===== config.mk =====
export PLATFORM = sky130hd
export DESIGN_NAME = escaped_frame_encoder_crc16_top
export DESIGN_NICKNAME = d
export VERILOG_FILES = /design/src/rtl/core/efe_pkg.sv /design/src/rtl/core/efe_front.sv /design/src/rtl/core/efe_queue.sv /design/src/rtl/core/efe_back.sv /design/src/rtl/core/escaped_frame_encoder_crc16_top.sv
export SDC_FILE = /design/constraint.sdc
export NUM_CORES = 1
export LEC_CHECK = 0
export BUFFER_PORTS_ARGS = -buffer_cell sky130_fd_sc_hd__buf_2
export CAP_MARGIN = 15
export CORE_ASPECT_RATIO = 0.75
export CORE_MARGIN = 1.5
export CORE_UTILIZATION = 60
export DETAILED_ROUTE_END_ITERATION = 10
export HOLD_SLACK_MARGIN = 0.03
export PLACE_DENSITY = 0.9
export SKIP_LAST_GASP = 1
export SLEW_MARGIN = 20
export SYNTH_ARGS = -nofsm -noshare
export SYNTH_HDL_FRONTEND = slang
export SYNTH_SLANG_ARGS = --single-unit
export TNS_END_PERCENT = 10

===== constraint.sdc =====
create_clock -name clk -period 7.8 [get_ports clk]
set_input_delay 0.39 -clock clk [delete_from_list [all_inputs] [get_ports clk]]
set_output_delay 0.39 -clock clk [all_outputs]
set_load 0.1 [all_outputs]

===== src/rtl/core/efe_pkg.sv =====
// ---------------------------------------------------------------------------
// efe_pkg
// Types, codes and the CRC step for the escaped frame encoder.
// ---------------------------------------------------------------------------
package efe_pkg;

  localparam int unsigned MAX_PAYLOAD_DEF = 1024;
  localparam int unsigned QUEUE_DEPTH     = 2;
  localparam int unsigned JOB_BYTES       = 5;

  localparam logic [15:0] CRC_POLY = 16'h1021;
  localparam logic [15:0] CRC_INIT = 16'hFFFF;

  localparam logic [7:0] START_RESET  = 8'd126;
  localparam logic [7:0] ESCAPE_RESET = 8'd125;

  localparam logic REQ_HDR  = 1'b0;
  localparam logic REQ_DATA = 1'b1;

  localparam logic [1:0] ST_OK          = 2'd0;
  localparam logic [1:0] ST_TOO_LONG    = 2'd1;
  localparam logic [1:0] ST_NO_HDR      = 2'd2;
  localparam logic [1:0] ST_HDR_IN_FRM  = 2'd3;

  localparam logic [7:0] CFG_START  = 8'd0;
  localparam logic [7:0] CFG_ESCAPE = 8'd1;

  typedef struct packed {
    logic        req_type;
    logic [7:0]  cmd;
    logic [15:0] length;
    logic [7:0]  data_byte;
  } in_item_t;

  typedef struct packed {
    logic [7:0] out_byte;
    logic       frame_end;
    logic [1:0] status;
    logic       last;
  } out_item_t;

  // one classified item: literal bytes, a mask of those that feed the CRC, and whether the CRC tail follows
  typedef struct packed {
    logic [JOB_BYTES-1:0][7:0] bytes;
    logic [2:0]                count;
    logic [JOB_BYTES-1:0]      crc_mask;
    logic                      crc_init;
    logic                      close;
    logic [1:0]                status;
  } job_t;

  function automatic logic [15:0] crc_feed(input logic [15:0] crc, input logic [7:0] b);
    logic [15:0] c;
    c = crc ^ {b, 8'h00};
    for (int k = 0; k < 8; k++) begin
      if (c[15]) begin
        c = {c[14:0], 1'b0} ^ CRC_POLY;
      end else begin
        c = {c[14:0], 1'b0};
      end
    end
    return c;
  endfunction

endpackage


===== src/rtl/core/efe_front.sv =====
// ---------------------------------------------------------------------------
// efe_front
// Takes items, checks them against frame state and builds emit jobs.
// ---------------------------------------------------------------------------
module efe_front #(
  parameter int unsigned MAX_PAYLOAD = efe_pkg::MAX_PAYLOAD_DEF
) (
  input  logic              clk,
  input  logic              rst,
  input  logic              in_valid,
  input  efe_pkg::in_item_t in_data,
  input  logic              accept,
  input  logic              cfg_we,
  input  logic [7:0]        cfg_index,
  input  logic [7:0]        cfg_data,
  output efe_pkg::job_t     job
);

  logic        frame_open;
  logic [15:0] remaining;
  logic [7:0]  seq;
  logic [7:0]  start_byte;
  logic [7:0]  escape_byte;

  logic frame_open_next;
  logic [15:0] remaining_next;
  logic [7:0]  seq_next;
  logic        esc;

  assign esc = (in_data.data_byte == start_byte) || (in_data.data_byte == escape_byte);

  always_comb begin
    job             = '0;
    frame_open_next = frame_open;
    remaining_next  = remaining;
    seq_next        = seq;
    job.count       = 3'd1;
    job.status      = efe_pkg::ST_OK;
    if (in_data.req_type == efe_pkg::REQ_HDR) begin
      if (frame_open) begin
        job.status = efe_pkg::ST_HDR_IN_FRM;
      end else if (32'(in_data.length) > MAX_PAYLOAD) begin
        job.status = efe_pkg::ST_TOO_LONG;
      end else begin
        job.bytes[0] = start_byte;
        job.bytes[1] = in_data.length[15:8];
        job.bytes[2] = in_data.length[7:0];
        job.bytes[3] = seq;
        job.bytes[4] = in_data.cmd;
        job.count    = 3'd5;
        job.crc_mask = 5'b11110;
        job.crc_init = 1'b1;
        if (in_data.length == 16'd0) begin
          job.close = 1'b1;
          seq_next  = seq + 8'd1;
        end else begin
          frame_open_next = 1'b1;
          remaining_next  = in_data.length;
        end
      end
    end else begin
      if (!frame_open) begin
        job.status = efe_pkg::ST_NO_HDR;
      end else begin
        if (esc) begin
          job.bytes[0] = escape_byte;
          job.bytes[1] = in_data.data_byte;
          job.count    = 3'd2;
          job.crc_mask = 5'b00010;
        end else begin
          job.bytes[0] = in_data.data_byte;
          job.crc_mask = 5'b00001;
        end
        remaining_next = remaining - 16'd1;
        if (remaining == 16'd1) begin
          job.close       = 1'b1;
          frame_open_next = 1'b0;
          seq_next        = seq + 8'd1;
        end
      end
    end
  end

  always_ff @(posedge clk) begin
    if (rst) begin
      frame_open  <= 1'b0;
      remaining   <= '0;
      seq         <= '0;
      start_byte  <= efe_pkg::START_RESET;
      escape_byte <= efe_pkg::ESCAPE_RESET;
    end else begin
      if (accept && in_valid) begin
        frame_open <= frame_open_next;
        remaining  <= remaining_next;
        seq        <= seq_next;
      end
      if (cfg_we) begin
        case (cfg_index)
          efe_pkg::CFG_START:  start_byte  <= cfg_data;
          efe_pkg::CFG_ESCAPE: escape_byte <= cfg_data;
          default: ;
        endcase
      end
    end
  end

endmodule


===== src/rtl/core/efe_queue.sv =====
// ---------------------------------------------------------------------------
// efe_queue
// Short job queue between the classifier and the byte emitter.
// ---------------------------------------------------------------------------
module efe_queue (
  input  logic          clk,
  input  logic          rst,
  input  logic          push,
  input  efe_pkg::job_t wr_job,
  output logic          full,
  input  logic          pop,
  output logic          rd_valid,
  output efe_pkg::job_t rd_job
);

  localparam int unsigned AW = (efe_pkg::QUEUE_DEPTH > 1) ? $clog2(efe_pkg::QUEUE_DEPTH) : 1;
  localparam int unsigned CW = $clog2(efe_pkg::QUEUE_DEPTH + 1);
  localparam logic [AW-1:0] LAST_PTR = AW'(efe_pkg::QUEUE_DEPTH - 1);

  efe_pkg::job_t mem [efe_pkg::QUEUE_DEPTH];
  logic [AW-1:0] wptr;
  logic [AW-1:0] rptr;
  logic [CW-1:0] count;

  assign full     = (count == CW'(efe_pkg::QUEUE_DEPTH));
  assign rd_valid = (count != '0);
  assign rd_job   = mem[rptr];

  always_ff @(posedge clk) begin
    if (push) begin
      mem[wptr] <= wr_job;
    end
  end

  always_ff @(posedge clk) begin
    if (rst) begin
      wptr  <= '0;
      rptr  <= '0;
      count <= '0;
    end else begin
      if (push) begin
        wptr <= (wptr == LAST_PTR) ? '0 : wptr + AW'(1);
      end
      if (pop) begin
        rptr <= (rptr == LAST_PTR) ? '0 : rptr + AW'(1);
      end
      if (push && !pop) begin
        count <= count + CW'(1);
      end else if (pop && !push) begin
        count <= count - CW'(1);
      end
    end
  end

endmodule


===== src/rtl/core/efe_back.sv =====
// ---------------------------------------------------------------------------
// efe_back
// Emits one byte per cycle from the head job while out_stall is low, runs the CRC, appends it at frame end.
// ---------------------------------------------------------------------------
module efe_back (
  input  logic               clk,
  input  logic               rst,
  input  logic               job_valid,
  input  efe_pkg::job_t      job,
  output logic               pop,
  output logic               out_valid,
  input  logic               out_stall,
  output efe_pkg::out_item_t out_data
);

  logic [2:0]  pos;
  logic [15:0] crc;

  logic        adv;
  logic        in_lit;
  logic        in_crc_hi;
  logic        done;
  logic [7:0]  byte_cur;
  logic [15:0] crc_base;
  logic        feed;

  assign adv       = !out_valid || !out_stall;
  assign in_lit    = (pos < job.count);
  assign in_crc_hi = (pos == job.count);
  assign done      = job.close ? (pos == job.count + 3'd1) : (pos == job.count - 3'd1);
  assign pop       = adv && job_valid && done;
  assign crc_base  = (job.crc_init && pos == 3'd0) ? efe_pkg::CRC_INIT : crc;

  always_comb begin
    feed = 1'b0;
    case (pos)
      3'd0: begin byte_cur = job.bytes[0]; feed = job.crc_mask[0]; end
      3'd1: begin byte_cur = job.bytes[1]; feed = job.crc_mask[1]; end
      3'd2: begin byte_cur = job.bytes[2]; feed = job.crc_mask[2]; end
      3'd3: begin byte_cur = job.bytes[3]; feed = job.crc_mask[3]; end
      3'd4: begin byte_cur = job.bytes[4]; feed = job.crc_mask[4]; end
      default: byte_cur = 8'h00;
    endcase
    if (!in_lit) begin
      feed     = 1'b0;
      byte_cur = in_crc_hi ? crc[15:8] : crc[7:0];
    end
  end

  always_ff @(posedge clk) begin
    if (rst) begin
      pos       <= '0;
      crc       <= efe_pkg::CRC_INIT;
      out_valid <= 1'b0;
    end else if (adv) begin
      out_valid <= job_valid;
      if (job_valid) begin
        pos <= done ? 3'd0 : pos + 3'd1;
        if (in_lit) begin
          crc <= feed ? efe_pkg::crc_feed(crc_base, byte_cur) : crc_base;
        end
      end
    end
  end

  always_ff @(posedge clk) begin
    if (adv && job_valid) begin
      out_data.out_byte  <= byte_cur;
      out_data.frame_end <= job.close && !in_lit && !in_crc_hi;
      out_data.status    <= job.status;
      out_data.last      <= done;
    end
  end

endmodule


===== src/rtl/core/escaped_frame_encoder_crc16_top.sv =====
// ---------------------------------------------------------------------------
// escaped_frame_encoder_crc16_top
// Byte-stuffed frame encoder with CRC-16/CCITT-FALSE.
// ---------------------------------------------------------------------------
// An accepted item is written as a job into the job queue; the emitter then registers its bytes onto out_data.
// Output: one byte per cycle from the emitter while out_stall is low; data items give
// 1 to 4 bytes (escaped last byte plus CRC), headers 5 (7 with empty payload), errors 1.
// Input stalls only while the two-entry job queue is full.
// Reset (rst, sync): frame closed, sequence 0, CRC all ones, markers 126/125.
module escaped_frame_encoder_crc16_top #(
  parameter int unsigned MAX_PAYLOAD = efe_pkg::MAX_PAYLOAD_DEF
) (
  input  logic               clk,
  input  logic               rst,
  input  logic               in_valid,
  output logic               in_stall,
  input  efe_pkg::in_item_t  in_data,
  output logic               out_valid,
  input  logic               out_stall,
  output efe_pkg::out_item_t out_data,
  input  logic               cfg_valid,
  output logic               cfg_ready,
  input  logic [7:0]         cfg_index,
  input  logic [7:0]         cfg_data
);

  efe_pkg::job_t new_job;
  efe_pkg::job_t head_job;
  logic          q_full;
  logic          q_valid;
  logic          q_pop;
  logic          accept;

  assign in_stall  = q_full;
  assign accept    = in_valid && !q_full;
  assign cfg_ready = 1'b1;

  efe_front #(
    .MAX_PAYLOAD(MAX_PAYLOAD)
  ) u_front (
    .clk      (clk),
    .rst      (rst),
    .in_valid (in_valid),
    .in_data  (in_data),
    .accept   (accept),
    .cfg_we   (cfg_valid && cfg_ready),
    .cfg_index(cfg_index),
    .cfg_data (cfg_data),
    .job      (new_job)
  );

  efe_queue u_queue (
    .clk     (clk),
    .rst     (rst),
    .push    (accept),
    .wr_job  (new_job),
    .full    (q_full),
    .pop     (q_pop),
    .rd_valid(q_valid),
    .rd_job  (head_job)
  );

  efe_back u_back (
    .clk      (clk),
    .rst      (rst),
    .job_valid(q_valid),
    .job      (head_job),
    .pop      (q_pop),
    .out_valid(out_valid),
    .out_stall(out_stall),
    .out_data (out_data)
  );

endmodule


=== Word-level counts from Yosys, hierarchy flattened ===
Memories as Yosys holds them, arrays and structs flattened. A register that Yosys moved wholly into a read port is not among the register bits.
Cells that the tools add are included.

* Add/sub/neg operators: 9
* $lt $le $gt $ge: 2
* Equal/unequal tests: 17
* Multiplexer cells: 87
* Bitwise operators: 9
* Reduce and logical (&&, ||, !) cells: 30

{| class="wikitable"
|+ Operators by type and width
! cell !! count
|-
| 16-bit 2-to-1 mux || 35
|-
| 13-bit 2-to-1 mux || 8
|-
| 50-bit 2-to-1 mux || 2
|-
| 8-bit 2-to-1 mux || 10
|-
| 24-bit 2-to-1 mux || 3
|-
| 8-bit one-hot mux with 5 select lines || 1
|-
| 3-bit NOT || 8
|-
| 1-bit 2-to-1 mux || 19
|-
| 16-bit by 1-bit equality test with 1-bit output (second input constant) || 1
|-
| 8-bit equality test || 2
|-
| 16-bit by 11-bit greater-than comparator with 1-bit output (second input constant) || 1
|-
| 16-bit zero test || 1
|-
| 16-bit by 1-bit subtractor with 16-bit output (second input constant) || 1
|-
| 16-bit XOR || 1
|-
| 2-bit 2-to-1 mux || 6
|-
| 3-bit equality test || 3
|-
| 1-bit logical AND || 9
|-
| 8-bit by 1-bit adder with 8-bit output (second input constant) || 1
|-
| 8-bit by 1-bit equality test with 1-bit output (second input constant) || 1
|-
| 8-bit zero test || 1
|-
| 2-bit != test (second input constant) || 4
|-
| 1-bit zero test || 7
|-
| 3-bit by 1-bit adder with 3-bit output (second input constant) || 2
|-
| 3-bit by 2-bit equality test with 1-bit output (second input constant) || 2
|-
| 18 further kinds || 25
|}

* Register bits: 77
* Memory bits (writable): 104
* Output and inout bits: 15
* Logic and storage cells: 170
* Memories kept: 1

{| class="wikitable"
|+ Memories
! memory !! words !! width !! rd ports !! clocked after memory_dff !! wr ports !! line !! RTL
|-
| u_queue.mem || 2 || 52 || 1 || 1 || 1 || efe_queue.sv:20 || <nowiki>efe_pkg::job_t mem [efe_pkg::QUEUE_DEPTH];</nowiki>
|}

=== Depth between registers and ports, before layout ===
* Word-level depth: 49
* Depth in mapped cells: 17

=== Hierarchy ===
Synthesis repeated with hierarchy kept, for this count alone.

* Cells, all modules: 774
* Area, all modules: 9,202.6 µm²

{| class="wikitable"
|+ Modules (own cells, without submodules)
! module !! instances !! cells each !! area each (µm²) !! seq. area each (µm²)
|-
| efe_queue || 1 || 184 || 3,980.1 || 3,223.1
|-
| efe_front || 1 || 356 || 2,937.8 || 820.8
|-
| efe_back || 1 || 231 || 2,259.7 || 760.7
|-
| escaped_frame_encoder_crc16_top || 1 || 3 || 25.0 || 0.0
|}

=== Least setup slack after synthesis ===
No wires, ideal clock.

* Path type: reg-to-reg
* From: reg with a tool-made name
* To: reg u_back.crc[5]
* Setup time: 0.117 ns
* Arrival time: 3.273 ns
* Setup slack: 4.410 ns
* Stages on the path, launching flop included: 15
* Path through: dfxtp_1 > buf_6 > buf_8 > buf_6 > buf_4 > mux2i_1 > inv_1 > ha_1 > nand3_1 > mux2i_1 > or2_2 > and3_1 > or2_2 > xnor3_1 > o22a_1

{| class="wikitable"
|+ RTL lines
! element !! line !! RTL
|-
| to (signal assigned) || efe_back.sv:53 || <nowiki>crc <= efe_pkg::CRC_INIT;</nowiki>
|-
| to (signal assigned) || efe_back.sv:60 || <nowiki>crc <= feed ? efe_pkg::crc_feed(crc_base, byte_cur) : crc_base;</nowiki>
|-
| to (decl) || efe_back.sv:17 || <nowiki>logic [15:0] crc;</nowiki>
|}

==> results.ini <==
[run_status]
status=completed

[clock_tree]
tritoncts=yes
cts.repair.resized=0
clock-sinks=174
cts.repair_timing.setup_buffer_count=0
later_pin_clock_latency_in_the_skew_report_ns=0.44
post_cts_hold_buffer_count=0
cts_max_path_buffers=2
ctsRootBufferMaster=clkbuf_16
tritoncts.num_buffers=17
clock_tree.htree_level_count=4
clk_transition_reported_paths_ns=0.07

[routing]
wl_per_cell_um=19.6
via_total_after_detailed_routing=6506
drt-vias-per-instance=6.33
first_pass_drt_iterations=5
drt_drc_violations_left=0
drt_wl_total_um=20200
detail_route.iter0.violations=718
detail-route-antenna-nets=0

[layout]
insertedDiodeCount=0
layout-drive-gt1-share_pct=19.0
syn2layout_area_growth_pct=12.1
nets=907
leading_cell_types_in_the_layout_fill_and_taps_excluded=edfxtp_1, nor2_1, nand2_1
layout.cells.most_common=edfxtp_1

[place]
port_buffer_count=67
gp_congestion=0.951
post-dp-hpwl_um=13500

[critical_path]
cells_traversed_along_the_worst_timing_path=buf_4 > mux2i_1 > ha_1 > a21oi_1 > and2_1 > nor2_1 > nor3_1 > a211oi_1 > a2111oi_0 > o311ai_1
slowest_delay_ns=0.68
cp_data_arrival_time_ns=4.37
setup.worst_path.end_class=register
critical_path_buf_inv_count=1
setup.worst_path.class=register to register
critical-path-slowest-cell=a2111oi_0
cpLargestDelayFamily=compound AO/OA/AOI/OAI gates
worst_setup_path_start_kind=register
critical_path_required_ns=8.08
crit_path_max_fanout=44

[power_and_ir_drop]
power.combinational.fraction_pct=45.3
power.total_mw=3.78
switchingPower_mw=1.54
internal_power_mw=2.24
power.ir.vdd_worst_mv=0.211
power_frac_clock_pct=21.8
power_switching_share_pct=40.8
power.sequential.fraction_pct=32.9
power.density_nw_per_um2=392
total_leakage_power_nw=3.63

[sta]
finalMaxSlewViolations=0
timing.final.crit_period_ns=4.09
maxClockFrequency_mhz=245
hold_viol=0
grt_setup_unrepaired=no
timing.setup.tns_ns=0
clock-skew-final_ns=0.0122
slew_of_the_pin_with_the_lowest_slew_margin_ns=1.10
period_share_pct=52.4
max-slew-margin-rel_pct=26.6
report.final.setup_viol=0

[floorplan]
num_io_pins=69
std_cell_rows=37
die_w_um=141
start_util_pct=62.1
die_area_um2=15100
core_region_area_um2=13800
die_height_um=107

[grt]
gr-usage-all-layers_pct=27.5
global_route.overflow_total=0
wire_length_of_the_first_global_routing_pass_um=31500
initial_antenna_violation_count=0
first_global_vias=5993
grt_max_degree=50

[yosys]
synthesis.instances=779
synthFlopType=edfxtp_1
postSynthNetCount=847
post_synth_num_cell_types=63
avg_cell_area_syn_um2=11.0
synth_register_bits=174
synth.yosys.seq_area_share_pct=53.1
synth_enable_flop_cells=108
yosysWarningCount=0
netlist_area_um2=8590
synthArstFlopShare_pct=0

[worst_hold_path]
hold_path.class=input pin to register

[flow_run]
max_cap_viol_count=0

-- final cells by class --
class | instances | area, um^2
Sequential cell | 174 | 4570
Fill cell | 958 | 4210
Multi-Input combinational cell | 550 | 3810
Clock buffer | 18 | 429
Timing Repair Buffer | 75 | 395
Tap cell | 175 | 219
Clock inverter | 14 | 134
Inverter | 21 | 78.8
-- flip-flops by register name, summed over array words and instances, names as in the netlist, named ones only --
signal and count:
u_front.seq 8, u_back.crc 16, u_back.out_valid 1, u_queue.count 2, u_front.remaining 16, u_queue.wptr 1
u_queue.rptr 1, u_back.out_data 12, u_queue.mem 96, u_front.escape_byte 8, u_front.start_byte 8, u_front.frame_open 1
u_back.pos 3
-- per-layer routing --
metal	track usage, %	vias to the layer above	part of all wire, %
li1	-	2995	-
met1	37.8	3096	43
met2	42.9	363	46
met3	5.14	52	8.9
met4	12.3	0	2.7
met5	0	-	0
-- synthesized netlist by cell type (5+ instances only) --
cell	n	area, um^2
o32ai_1	6	52.6
dfxtp_1	66	1320
o22a_1	5	43.8
or2_2	13	81.3
nor2_1	73	274
a22oi_1	5	37.5
nand2_1	68	255
inv_1	21	78.8
mux2i_1	43	430
clkbuf_1	27	101
and3_1	5	31.3
o22ai_1	10	62.6
a21oi_1	38	190
mux2_2	29	327
or3_1	8	50.1
nand2b_1	5	31.3
a211oi_1	9	67.6
edfxtp_1	108	3240
and2_1	35	219
nor2b_1	5	31.3
o21a_1	6	45.0
xnor2_1	33	289
nor4_1	9	56.3
nor3_1	15	75.1
ha_1	13	163
o21ai_0	28	140
a222oi_1	8	80.1
nand4_1	9	56.3
nand3_1	11	55.1
-- power by group through the flow --
stage | clock network [mW] | logic [mW] | registers (mW)
6_report | 0.824 | 1.71 | 1.24
5_1_grt | 0.857 | 1.84 | 1.26
4_1_cts | 0.826 | 1.68 | 1.24
3_5_place_dp | 0 | 1.66 | 1.26
3_3_place_gp | 0 | 1.62 | 1.25
2_1_floorplan | 0 | 1.11 | 1.47
-- metrics by stage --
stage	std cells	worst slack, ns	util, %	cell area, um^2	hold slack, ns
final	1027	3.71	69.6	9630	0.177
after global routing	1027	3.36	69.6	9630	0.195
after CTS	1027	3.86	69.6	9630	0.175
after detailed placement	995	4.01	65.5	9070	0.480
after global placement	995	4.13	65.5	9070	0.463
after floorplan	779	4.41	-	8590	0.450
-- path summary, 6_finish.rpt --
| path | from | to | slack, ns | cells after the start |
|---|---|---|---|---|
| worst max-delay path | register | u_back.crc[14]$_SDFFE_PP1P_ | 3.71 | 10 |
| worst min-delay path | cfg_data[0] | u_front.escape_byte[0]$_SDFFE_PP1P_ | 0.18 | 3 |
| worst max register to register | register | u_back.crc[14]$_SDFFE_PP1P_ | 3.71 | 10 |
| worst min register to register | u_back.out_valid$_SDFFE_PP0N_ | u_back.out_valid$_SDFFE_PP0N_ | 0.49 | 2 |
-- tightest hold or removal path, stage by stage --
cell     delay [ns]
buf_2          0.08
mux2i_1        0.06
nand2_1        0.06
-- kinds of logic after synthesis --
family                     synth area share, %
and+or+nand+nor                           15.1
xor gates and xnor gates                  4.82
other                                   0.0436
muxes                                     10.0
adders and majority gates                 2.13
DFF                                       53.1
AOI/OAI and AO/OA                         12.0
buffers and inverters                     2.81
No activity file was read; power rests on OpenSTA's default activity.
